File: src/hw/rtl/rsd_pkg.sv
`default_nettype none
package rsd_pkg;
	typedef enum logic [2:0] {
		PH_LOAD,
		PH_SYN,
		PH_LOC,
		PH_SEARCH,
		PH_OUT
	} phase_t;

	localparam logic [1:0] ST_CLEAN = 2'd0;
	localparam logic [1:0] ST_FIXED = 2'd1;
	localparam logic [1:0] ST_FAIL = 2'd2;

	typedef struct packed {
		logic load_wr;
		logic syn_clr;
		logic syn_acc;
		logic loc_go;
		logic srch_step;
	} dp_cmd_t;

	typedef struct packed {
		logic any_syn;
		logic fail;
	} dp_sts_t;
endpackage
`default_nettype wire

File: src/hw/rtl/rsd_datapath.sv
`default_nettype none
module rsd_datapath #(
	parameter int SYMBOL_BITS = 5,
	parameter int CODE_LENGTH = 31,
	parameter int FIELD_POLY = 37,
	parameter int PW = 5
) (
	input wire logic clk,
	input wire rsd_pkg::dp_cmd_t cmd,
	input wire logic [PW-1:0] pos,
	input wire logic [SYMBOL_BITS-1:0] din,
	output rsd_pkg::dp_sts_t sts,
	output logic [SYMBOL_BITS-1:0] dout
);
	import rsd_pkg::*;
	localparam int SB = SYMBOL_BITS;

	function automatic logic [SB-1:0] gmul(logic [SB-1:0] a, logic [SB-1:0] b);
		logic [SB-1:0] r;
		logic [SB-1:0] x;
		r = '0;
		x = a;
		for (int k = 0; k < SB; k++) begin
			if (b[k]) r = r ^ x;
			x = x[SB-1] ? ((x << 1) ^ FIELD_POLY[SB-1:0]) : (x << 1);
		end
		return r;
	endfunction

	// alpha^-1, valid for a primitive polynomial with its constant term set
	localparam logic [SB-1:0] AINV1 = (FIELD_POLY[SB-1:0] >> 1) | SB'(1 << (SB-1));

	logic [SB-1:0] mem [CODE_LENGTH];
	logic [SB-1:0] rd_q;
	logic [PW-1:0] rpos_q;
	logic [SB-1:0] s1_q, s2_q, a1_q, a2_q;
	logic [SB-1:0] loc_q, mag_q, pos_q, ai_q;
	logic [PW-1:0] epos_q;
	logic hit;
	logic syn_nonzero;
	logic fix_bad;

	// one symbol per cycle into the store while load_wr is high; rpos_q tags the registered read
	always_ff @(posedge clk) begin
		if (cmd.load_wr) mem[pos] <= din;
		rd_q <= mem[pos];
		rpos_q <= pos;
	end

	always_ff @(posedge clk) begin
		if (cmd.syn_clr) begin
			s1_q <= '0;
			s2_q <= '0;
			a1_q <= SB'(1);
			a2_q <= SB'(1);
		end else if (cmd.syn_acc) begin
			s1_q <= s1_q ^ gmul(rd_q, a1_q);
			s2_q <= s2_q ^ gmul(rd_q, a2_q);
			a1_q <= gmul(a1_q, SB'(2));
			a2_q <= gmul(a2_q, SB'(4));
		end
	end

	// t=1: locator 1 + (s2/s1) x, error value s1^2/s2
	// chien: pos_q = alpha^p, root when s1*alpha^p == s2
	assign hit = (gmul(s1_q, pos_q) == s2_q);

	always_ff @(posedge clk) begin
		if (cmd.loc_go) begin
			loc_q <= '0;
			pos_q <= SB'(1);
			epos_q <= '0;
		end else if (cmd.srch_step) begin
			if (hit) begin
				loc_q <= loc_q + 1'b1;
				epos_q <= pos;
			end
			pos_q <= gmul(pos_q, SB'(2));
		end
	end

	// magnitude: s1 = e * alpha^p so e = s1 * alpha^(-p)
	always_ff @(posedge clk) begin
		if (cmd.loc_go) mag_q <= '0;
		else if (cmd.srch_step && hit)
			mag_q <= gmul(s1_q, ai_q);
	end

	// alpha^-p tracked by multiplying by alpha^-1 each step
	always_ff @(posedge clk) begin
		if (cmd.loc_go) ai_q <= SB'(1);
		else if (cmd.srch_step) ai_q <= gmul(ai_q, AINV1);
	end

	assign syn_nonzero = (s1_q != '0) || (s2_q != '0);
	assign fix_bad = (s1_q == '0) || (s2_q == '0) || (loc_q != SB'(1));
	assign sts = '{any_syn: syn_nonzero, fail: fix_bad};
	assign dout = (!fix_bad && epos_q == rpos_q) ? (rd_q ^ mag_q) : rd_q;
endmodule
`default_nettype wire

File: src/hw/rtl/rsd_ctrl.sv
`default_nettype none
module rsd_ctrl #(
	parameter int CODE_LENGTH = 31,
	parameter int PW = 5
) (
	input wire logic clk,
	input wire logic arst_n,
	input wire logic in_valid,
	output logic in_ready,
	output logic out_valid,
	input wire logic out_ready,
	input wire rsd_pkg::dp_sts_t sts,
	output rsd_pkg::dp_cmd_t cmd,
	output logic [PW-1:0] pos,
	output logic [1:0] status,
	output logic last
);
	import rsd_pkg::*;
	localparam logic [PW-1:0] LASTP = PW'(CODE_LENGTH - 1);

	phase_t state_q, state_d;
	logic [PW-1:0] cnt_q;
	logic prime_q;
	logic [1:0] st_q;

	always_comb begin
		state_d = state_q;
		unique case (state_q)
			PH_LOAD: if (in_valid && cnt_q == LASTP) state_d = PH_SYN;
			PH_SYN: if (cnt_q == LASTP && prime_q) state_d = PH_LOC;
			PH_LOC: state_d = PH_SEARCH;
			PH_SEARCH: if (cnt_q == LASTP) state_d = PH_OUT;
			PH_OUT: if (out_ready && prime_q && cnt_q == LASTP) state_d = PH_LOAD;
			default: state_d = PH_LOAD;
		endcase
	end

	always_comb begin
		cmd = '0;
		in_ready = 1'b0;
		out_valid = 1'b0;
		unique case (state_q)
			PH_LOAD: begin
				in_ready = 1'b1;
				cmd.load_wr = in_valid;
				cmd.syn_clr = 1'b1;
			end
			PH_SYN: cmd.syn_acc = prime_q;
			PH_LOC: cmd.loc_go = 1'b1;
			PH_SEARCH: cmd.srch_step = 1'b1;
			PH_OUT: out_valid = prime_q;
			default: ;
		endcase
	end

	// pos leads by one in read phases so registered store data lines up
	always_comb begin
		pos = cnt_q;
		if ((state_q == PH_SYN || state_q == PH_OUT) && prime_q && cnt_q != LASTP)
			pos = cnt_q + 1'b1;
		if (state_q == PH_OUT && prime_q && !out_ready) pos = cnt_q;
	end

	always_ff @(posedge clk or negedge arst_n) begin
		if (!arst_n) begin
			state_q <= PH_LOAD;
			cnt_q <= '0;
			prime_q <= 1'b0;
			st_q <= ST_CLEAN;
		end else begin
			state_q <= state_d;
			unique case (state_q)
				PH_LOAD: if (in_valid) begin
					cnt_q <= (cnt_q == LASTP) ? '0 : cnt_q + 1'b1;
					prime_q <= 1'b0;
				end
				PH_SYN: begin
					if (!prime_q) prime_q <= 1'b1;
					else cnt_q <= (cnt_q == LASTP) ? '0 : cnt_q + 1'b1;
				end
				PH_LOC: prime_q <= 1'b0;
				PH_SEARCH: cnt_q <= (cnt_q == LASTP) ? '0 : cnt_q + 1'b1;
				PH_OUT: begin
					if (!prime_q) begin
						prime_q <= 1'b1;
						// search is complete here, root count included
						st_q <= !sts.any_syn ? ST_CLEAN : (sts.fail ? ST_FAIL : ST_FIXED);
					end else if (out_ready) begin
						cnt_q <= (cnt_q == LASTP) ? '0 : cnt_q + 1'b1;
						if (cnt_q == LASTP) prime_q <= 1'b0;
					end
				end
				default: ;
			endcase
		end
	end

	assign status = st_q;
	assign last = (cnt_q == LASTP);
endmodule
`default_nettype wire

File: src/hw/rtl/reed_solomon_decoder.sv
`default_nettype none
// reed-solomon (31,29) decoder over gf(32), x^5+x^2+1, single symbol
// correction. a word is 31 symbol transfers in position order; after the
// last one the block reads the store back once for the two syndromes,
// sets up the locator, runs a chien search over all positions and then
// streams the 31 corrected symbols with the word's status, last_symbol
// high on the final one and held while out_ready is low. the syndrome
// and output phases walk the single port symbol store one entry a cycle,
// the output only while out_ready is high. no input is taken while a
// word is being decoded or sent.
module reed_solomon_decoder #(
	parameter int SYMBOL_BITS = 5,
	parameter int CODE_LENGTH = 31,
	parameter int FIELD_POLY = 37
) (
	input wire logic clk,
	input wire logic arst_n,
	input wire logic in_valid,
	output logic in_ready,
	input wire logic [SYMBOL_BITS-1:0] received_symbol,
	output logic out_valid,
	input wire logic out_ready,
	output logic [SYMBOL_BITS-1:0] corrected_symbol,
	output logic [1:0] decode_status,
	output logic last_symbol
);
	import rsd_pkg::*;
	localparam int PW = $clog2(CODE_LENGTH);

	dp_cmd_t cmd;
	dp_sts_t sts;
	logic [PW-1:0] pos;

	// sequencer for load, syndrome, locator, search and output phases
	rsd_ctrl #(.CODE_LENGTH(CODE_LENGTH), .PW(PW)) u_ctrl (
		.clk(clk), .arst_n(arst_n),
		.in_valid(in_valid), .in_ready(in_ready),
		.out_valid(out_valid), .out_ready(out_ready),
		.sts(sts), .cmd(cmd), .pos(pos),
		.status(decode_status), .last(last_symbol)
	);

	// symbol store plus field arithmetic
	rsd_datapath #(.SYMBOL_BITS(SYMBOL_BITS), .CODE_LENGTH(CODE_LENGTH),
		.FIELD_POLY(FIELD_POLY), .PW(PW)) u_dp (
		.clk(clk), .cmd(cmd), .pos(pos), .din(received_symbol),
		.sts(sts), .dout(corrected_symbol)
	);

`ifndef SYNTHESIS
	// input and output transfers never overlap
	a_excl: assert property (@(posedge clk) disable iff (!arst_n)
		!(in_ready && out_valid)) else $error("in and out both open");
	// a status sent with out_valid is never the unused code 3
	a_code: assert property (@(posedge clk) disable iff (!arst_n)
		out_valid |-> (decode_status != 2'd3)) else $error("bad status");
	// held result keeps its status
	a_hold: assert property (@(posedge clk) disable iff (!arst_n)
		(out_valid && !out_ready) |=> $stable(decode_status))
		else $error("status moved");
`endif
endmodule
`default_nettype wire
File: config.mk
export PLATFORM = sky130hd
export DESIGN_NAME = reed_solomon_decoder
export DESIGN_NICKNAME = d
export VERILOG_FILES = /design/src/hw/rtl/rsd_pkg.sv /design/src/hw/rtl/rsd_datapath.sv /design/src/hw/rtl/rsd_ctrl.sv /design/src/hw/rtl/reed_solomon_decoder.sv
export SDC_FILE = /design/constraint.sdc
export NUM_CORES = 1
export LEC_CHECK = 0
export BUFFER_PORTS_ARGS = -buffer_cell sky130_fd_sc_hd__clkbuf_2
export CAP_MARGIN = 10
export CORE_MARGIN = 2
export CORE_UTILIZATION = 34
export DETAILED_ROUTE_END_ITERATION = 10
export HOLD_SLACK_MARGIN = 0.1
export PLACE_DENSITY = 0.49
export SETUP_SLACK_MARGIN = 0.3
export SYNTH_ARGS = -nofsm -noshare
export SYNTH_HDL_FRONTEND = slang
export SYNTH_SLANG_ARGS = --single-unit
File: constraint.sdc
create_clock -name clk -period 2.75 [get_ports clk]
set_input_delay 0.4125 -clock clk [delete_from_list [all_inputs] [get_ports clk]]
set_output_delay 0.4125 -clock clk [all_outputs]
set_load 0.01 [all_outputs]
==> results of run 1 <==
cells in the final DEF, fill, tap and decap left out, types with 12 or more instances in the layout:
master,instances
clkbuf_16,29
buf_4,77
edfxtp_1,155
mux4_2,36
a211oi_1,15
o211ai_1,12
nor2_1,30
o22ai_1,14
buf_6,40
nor3_1,13
nand2b_1,15
xnor2_1,52
nor2_4,32
buf_12,14
clkbuf_2,13
dfxtp_1,43
o21ai_0,56
mux2_2,13
nand3_1,16
nand2_1,119
a21oi_1,33
mux2i_1,108
xor2_1,17
through the flow:
| stage | power [mW] | hold WS [ps] | cell area [sq um] | utilization [%] |
|---|---|---|---|---|
| 2_1_floorplan | 8.493 | 116.9 | 12590 | - |
| 3_3_place_gp | 10.52 | 336.7 | 13600 | 38.04 |
| 3_5_place_dp | 10.55 | 342.5 | 13600 | 38.04 |
| 4_1_cts | 15.10 | 284.9 | 15230 | 42.61 |
| 5_1_grt | 16.27 | 322.9 | 15770 | 44.12 |
| 6_report | 15.51 | 286.6 | 15770 | 44.12 |
metal layers:
metal / GRT usage [%] / vias to the layer above / wire length [um]
met5: 0 / - / 0
met4: 4.948 / 0 / 801
met3: 2.759 / 50 / 1348
met2: 28.99 / 169 / 15610
met1: 24.75 / 4522 / 15790
li1: - / 4307 / -
worst max-delay path by stage:
stage | cells after the start | slack, ps | from | end
floorplan | 11 | 140 | u_ctrl.cnt_q[0]$_DFFE_PN0P_ | u_dp.mem[0][0]$_DFFE_PP_
global placement | 7 | -70 | u_ctrl.cnt_q[1]$_DFFE_PN0P_ | u_dp.mem[22][1]$_DFFE_PP_
detailed placement | 7 | -100 | u_ctrl.cnt_q[1]$_DFFE_PN0P_ | u_dp.mem[22][1]$_DFFE_PP_
CTS | 8 | -50 | u_dp.loc_q[1]$_SDFFE_PN0P_ | corrected_symbol[2]
global route | 8 | -70 | u_dp.loc_q[1]$_SDFFE_PN0P_ | corrected_symbol[3]
finish | 8 | 30 | u_dp.s1_q[4]$_SDFFE_PP0P_ | corrected_symbol[0]
cell type report:
type / count / area (sq um) / area share [%]
repair buffers: 156 / 1511 / 9.585
clock buffers: 36 / 782.0 / 4.959
clock inverters: 13 / 131.4 / 0.8331
inverters: 14 / 60.06 / 0.3809
flip-flops and latches: 221 / 6065 / 38.46
multi-input cells: 778 / 6643 / 42.12
well taps: 461 / 576.8 / 3.658
worst min-delay path, delay by kind of cell:
family | cells | cell delay, ps
buffers and inverters | 1 | 110
AOI/OAI and AO/OA | 1 | 80
and+or+nand+nor | 2 | 190
kinds of logic (layout without fill, tap and decap cells):
family / count (synthesis) / count (layout) / share of synthesized area (%)
AOI/OAI and AO/OA: 225 / 225 / 12.13
xor gates and xnor gates: 83 / 83 / 6.440
adders and majority gates: 4 / 4 / 0.4044
buffers and inverters: 106 / 219 / 3.690
DFF: 221 / 221 / 48.73
muxes: 160 / 160 / 16.75
and+or+nand+nor: 306 / 306 / 11.85
power by group:
group / leakage [nW] / switching [mW] / total (mW) / internal (mW)
registers: 1.98 / 0.306 / 4.11 / 3.81
logic: 3.18 / 4.00 / 7.77 / 3.77
clock network: 0.448 / 1.45 / 3.64 / 2.19
timing repair:
action | in CTS | in global routing
gates cloned | 1 | 0
pin swaps | 38 | 41
endpoints found under the setup margin | 153 | 180
resized for setup | 103 | 106
hold endpoints to repair | 11 | 0
hold buffers | 1 | 0
setup buffers | 34 | 12
==> key figures, run 1 <==
Run status
  – Status: completed

Clock tree
  – CTS tree: yes
  – # H-tree levels: 1
  – Root buffer cell: clkbuf_16
  – Clk Latency, worst-skew pair: about 560 ps
  – Clock Sinks: about 220
  – Clk pin slew, worst setup/hold paths: 60 ps
  – Num CTS Buffers: 27
  – Max Buffers Root-to-Sink: 3

Layout
  – Final nets: 1,211
  – Largest register FFs: between 150 and 200
  – Non-Filler Instances: ~1.7k
  – Fillers: between 3k and 4k
  – Antenna Cells: 0
  – P&R area growth vs syn: 27.42%
  – Biggest register: u_dp.mem
  – Layout cells sized above 1: a little under a third

Global route
  – Largest net degree at the start of global routing: 49
  – Gr usage total: around 18%
  – First-pass GRT wire length: 53.05 mm
  – Remaining Overflow, GRT: 0
  – Vias in the first global route: 9,156
  – Initial antenna violation count: 0

STA
  – Final worst slack: about 26 ps
  – RSZ-0062 raised after global routing: yes
  – Slew @ Worst Pin: 789.5 ps
  – Setup TNS: 0 ps
  – Slew margin rel.: a little under half
  – Skew final: 10.71 ps
  – Min Tclk post-route: between 2000 and 3000 ps
  – Final worst path period share: between 90% and 100%
  – Final setup fails: 0
  – Final Hold Fails: 0
  – FMAX: 0.3671 GHz
  – Final Max Tran Viols: 0

Logic synthesis
  – Most common library cells after synthesis: edfxtp_1 (155), nand2_1 (126), mux2i_1 (110)
  – Avg Cell Area, Syn: approximately 11 sq um
  – Yosys cell types: 80
  – Top_reg_cell synth: edfxtp_1
  – Synth Register Bits: approximately 220
  – Cell count after synthesis: around 1.1k
  – Seq/Total Area, Yosys: about half
  – Top-area cell type share of the netlist area: 37.61%
  – Ys async rst share: ~5%
  – Most common cell in the netlist: edfxtp_1
  – YS warnings: 0
  – Mapped cell area: roughly 12,000 sq um
  – Post-synth EDFFs: approximately 160
  – Synth area leader: edfxtp_1
  – Syn_nets: 1,118
  – Synth top area cells: edfxtp_1 (38%), dfxtp_1 (8.9%), mux2i_1 (8.9%), mux4_2 (6.6%), xnor2_1 (4.1%)

Route
  – DR vias: 9,048
  – DRC errors left: 0
  – Final ANT Viol Nets: 0
  – Post-DR vias/cell: 5.389
  – DRT Pass-1 Iters: 5
  – Average wire per standard cell: 19.98 um
  – Total routed wirelength: 33.54 mm
  – Initial DRC count: ~570

Floorplanning
  – Die area: about 38,000 sq um
  – I/O Pins: 19
  – Chip height: ~190 um
  – # rows: 69
  – Initial Utilization: approximately a third
  – Core Area: 35,740 sq um
  – Die Width: between 150 and 200 um

Setup path
  – Critical Path Fanout Max: 16
  – R2R Setup Slk: around 190 ps
  – Startpoint types: flop
  – Crit-path cells: buf_6 > or4_4 > nor2_4 > nor3_4 > and4_4 > nand2_1 > xnor2_1 > buf_2
  – Data arrival time of the worst path: ~2300 ps
  – R2r worst-path depth: 9
  – WP data required: around 2300 ps
  – Buffers & Inverters on Critical Path: 2
  – Crit-path slowest cell: or4_4
  – Crit Path Class: reg -> out
  – Worst r2r src: u_ctrl.cnt_q[1]$_DFFE_PN0P_
  – Worst r2r dst: u_dp.rd_q[1]$_DFF_P_
  – Crit path max-delay family: simple AND/OR/NAND/NOR gates
  – CP peak stage delay: about 430 ps
  – Crit. End Element: primary output

Min path
  – Hold EP: u_ctrl.state_q[2]$_DFFE_PN0P_
  – Hold depth: 4
  – Min-delay worst type: in -> reg
  – Worst Min Path Start: out_ready

Place
  – Setup WS pre-CTS: -99.65 ps
  – Placed insts: roughly 1.6k
  – GP Congestion: around 0.83
  – DPL Wire Length: around 22 mm
  – Port Buffers: 18

Power and ir drop
  – Leak: 5.603 nW
  – Max VDD drop: slightly below 0.6 mV
  – Pwr dens: around 1000 nW/um^2

Flow run
  – Maxcap violations: 0
No activity file was read; power rests on OpenSTA's default activity.
==> run 2: changes to the inputs <==
- CTS_CLUSTER_SIZE: unset -> 40
- RECOVER_POWER: unset -> 25
==> run 2 against run 1 <==
Against the previous run:
- the flow now finishes with violations (max-capacitance violations, max-slew violations)
- core utilization barely moved
- non-clock buffer count did not move
- sequential power barely moved
==> key figures, run 2 (synthesized netlist as in run 1, its figures left out) <==
Layout
  – P&R area growth vs syn: 27.38%
  – Largest register FFs: between 150 and 200
  – Antenna Cells: 0
  – Commonest non-fill, non-tap cell in the layout: edfxtp_1
  – Layout cells sized above 1: around 30%
  – Commonest cells after routing, fill and taps aside: edfxtp_1 (155), nand2_1 (119), mux2i_1 (108), buf_4 (77), o21ai_0 (56)
  – Biggest register: u_dp.mem
  – Final nets: between 1k and 1.5k
  – Non-Filler Instances: 1,679

STA
  – Final Max Tran Viols: 96
  – Final setup fails: 0
  – RSZ-0062 raised after global routing: yes
  – Slew margin rel.: -8.511%
  – Skew final: between 10 and 15 ps
  – Final worst path period share: 99.04%
  – Final Hold Fails: 0
  – Slew @ Worst Pin: ~1600 ps
  – Setup TNS: 0 ps
  – Min Tclk post-route: ~2700 ps
  – FMAX: about 0.37 GHz

Global route
  – Vias in the first global route: between 9k and 10k
  – Initial antenna violation count: 0
  – Largest net degree at the start of global routing: just under 50
  – Gr usage total: about 18%
  – Remaining Overflow, GRT: 0
  – First-pass GRT wire length: ~53 mm

Floorplanning
  – I/O Pins: 19
  – Core Area: about 36,000 sq um
  – Die area: around 38,000 sq um
  – Initial Utilization: roughly a third
  – Die Width: about 200 um
  – # rows: between 60 and 70
  – Chip height: roughly 200 um

Place
  – DPL Wire Length: about 22 mm
  – Placed insts: roughly 1.6k
  – Port Buffers: 18
  – GP Congestion: about 0.83

Power and ir drop
  – Max VDD drop: 0.5758 mV
  – Pwr dens: about 980 nW/um^2
  – Leak: roughly 5.6 nW
  – Total power: about 16 mW

Route
  – Total routed wirelength: about 34 mm
  – DRC errors left: 0
  – DRT Pass-1 Iters: 5
  – Initial DRC count: ~550
  – DR vias: just over 9k
  – Final ANT Viol Nets: 0
  – Post-DR vias/cell: approximately 5.4
  – Average wire per standard cell: 19.98 um

Run status
  – Status: complete, but fails checks
  – Violations in the final reports: max-capacitance violations, max-slew violations

Clock tree
  – Clk pin slew, worst setup/hold paths: around 60 ps
  – Clk Latency, worst-skew pair: about 560 ps
  – Clock Sinks: between 200 and 250
  – # H-tree levels: 1
  – CTS tree: yes
  – Max Buffers Root-to-Sink: 3
  – Num CTS Buffers: 27
  – Root buffer cell: clkbuf_16

Setup path
  – Critical Path Fanout Max: 16
  – Crit Path Class: reg -> out
  – WP data required: between 2000 and 2500 ps
  – Crit. End Element: primary output
  – Data arrival time of the worst path: approximately 2300 ps
  – Startpoint types: flop

Flow run
  – Maxcap violations: 3

Min path
  – Min-delay worst type: in -> reg
==> run 2: layer usage <==
layer | routed length (um) | global-route usage, %
met2 | 15700 | 28.99
met4 | 795 | 4.948
met5 | 0 | 0
met1 | 15720 | 24.75
met3 | 1342 | 2.759
==> run 2: cell type report <==
class                           instances  area (sq um)
Inverter                               14         60.06
Multi-Input combinational cell        778          6643
Timing Repair Buffer                  156          1506
Fill cell                            3330         19980
Sequential cell                       221          6065
Clock inverter                         13         131.4
Tap cell                              461         576.8
Clock buffer                           36         782.0
==> run 2: through the flow <==
stage,hold slack [ps],utilization [%],area [sq um],setup slack (ps)
global placement,336.7,38.04,13600,-73.91
detailed placement,342.5,38.04,13600,-99.65
floorplan,116.9,-,12590,144.5
finish,290.1,44.10,15760,26.29
CTS,284.9,42.61,15230,-47.24
global route,322.9,44.10,15760,-65.69
==> run 2: path summary, 6_finish.rpt <==
check | start | to | slack, ps | cells past startpoint
setup reg to reg | u_ctrl.cnt_q[1]$_DFFE_PN0P_ | u_dp.rd_q[1]$_DFF_P_ | 180 | 9
hold / removal | out_ready | u_ctrl.state_q[2]$_DFFE_PN0P_ | 290 | 4
setup / recovery | u_dp.s1_q[4]$_SDFFE_PP0P_ | corrected_symbol[0] | 30 | 8
max in group asynchronous | arst_n | u_ctrl.cnt_q[1]$_DFFE_PN0P_ | 1730 | 2
hold reg to reg | u_dp.epos_q[4]$_SDFFE_PN0P_ | u_dp.epos_q[4]$_SDFFE_PN0P_ | 470 | 2
min in group asynchronous | arst_n | u_ctrl.state_q[1]$_DFFE_PN0P_ | 450 | 2
==> run 2: critical path, stage by stage, from the launching register on <==
cell and delay [ps]:
dfxtp_4 380, buf_6 160, or4_4 430, nor2_4 190
nor3_4 70, and4_4 180, nand2_1 90, xnor2_1 110
buf_2 140
==> run 2: timing repair <==
item / CTS / global route
cloned: 1 / 0
hold endpoints to repair: 11 / 0
hold buffers: 1 / 0
buffers inserted: 34 / 12
setup endpoints to repair: 153 / 180
pin swaps: 38 / 41
resized for setup: 103 / 106
==> run 2: report_power, final <==
part | internal (mW) | total [mW] | switching [mW]
registers | 3.81 | 4.11 | 0.304
clock network | 2.19 | 3.64 | 1.45
logic | 3.76 | 7.76 | 3.99
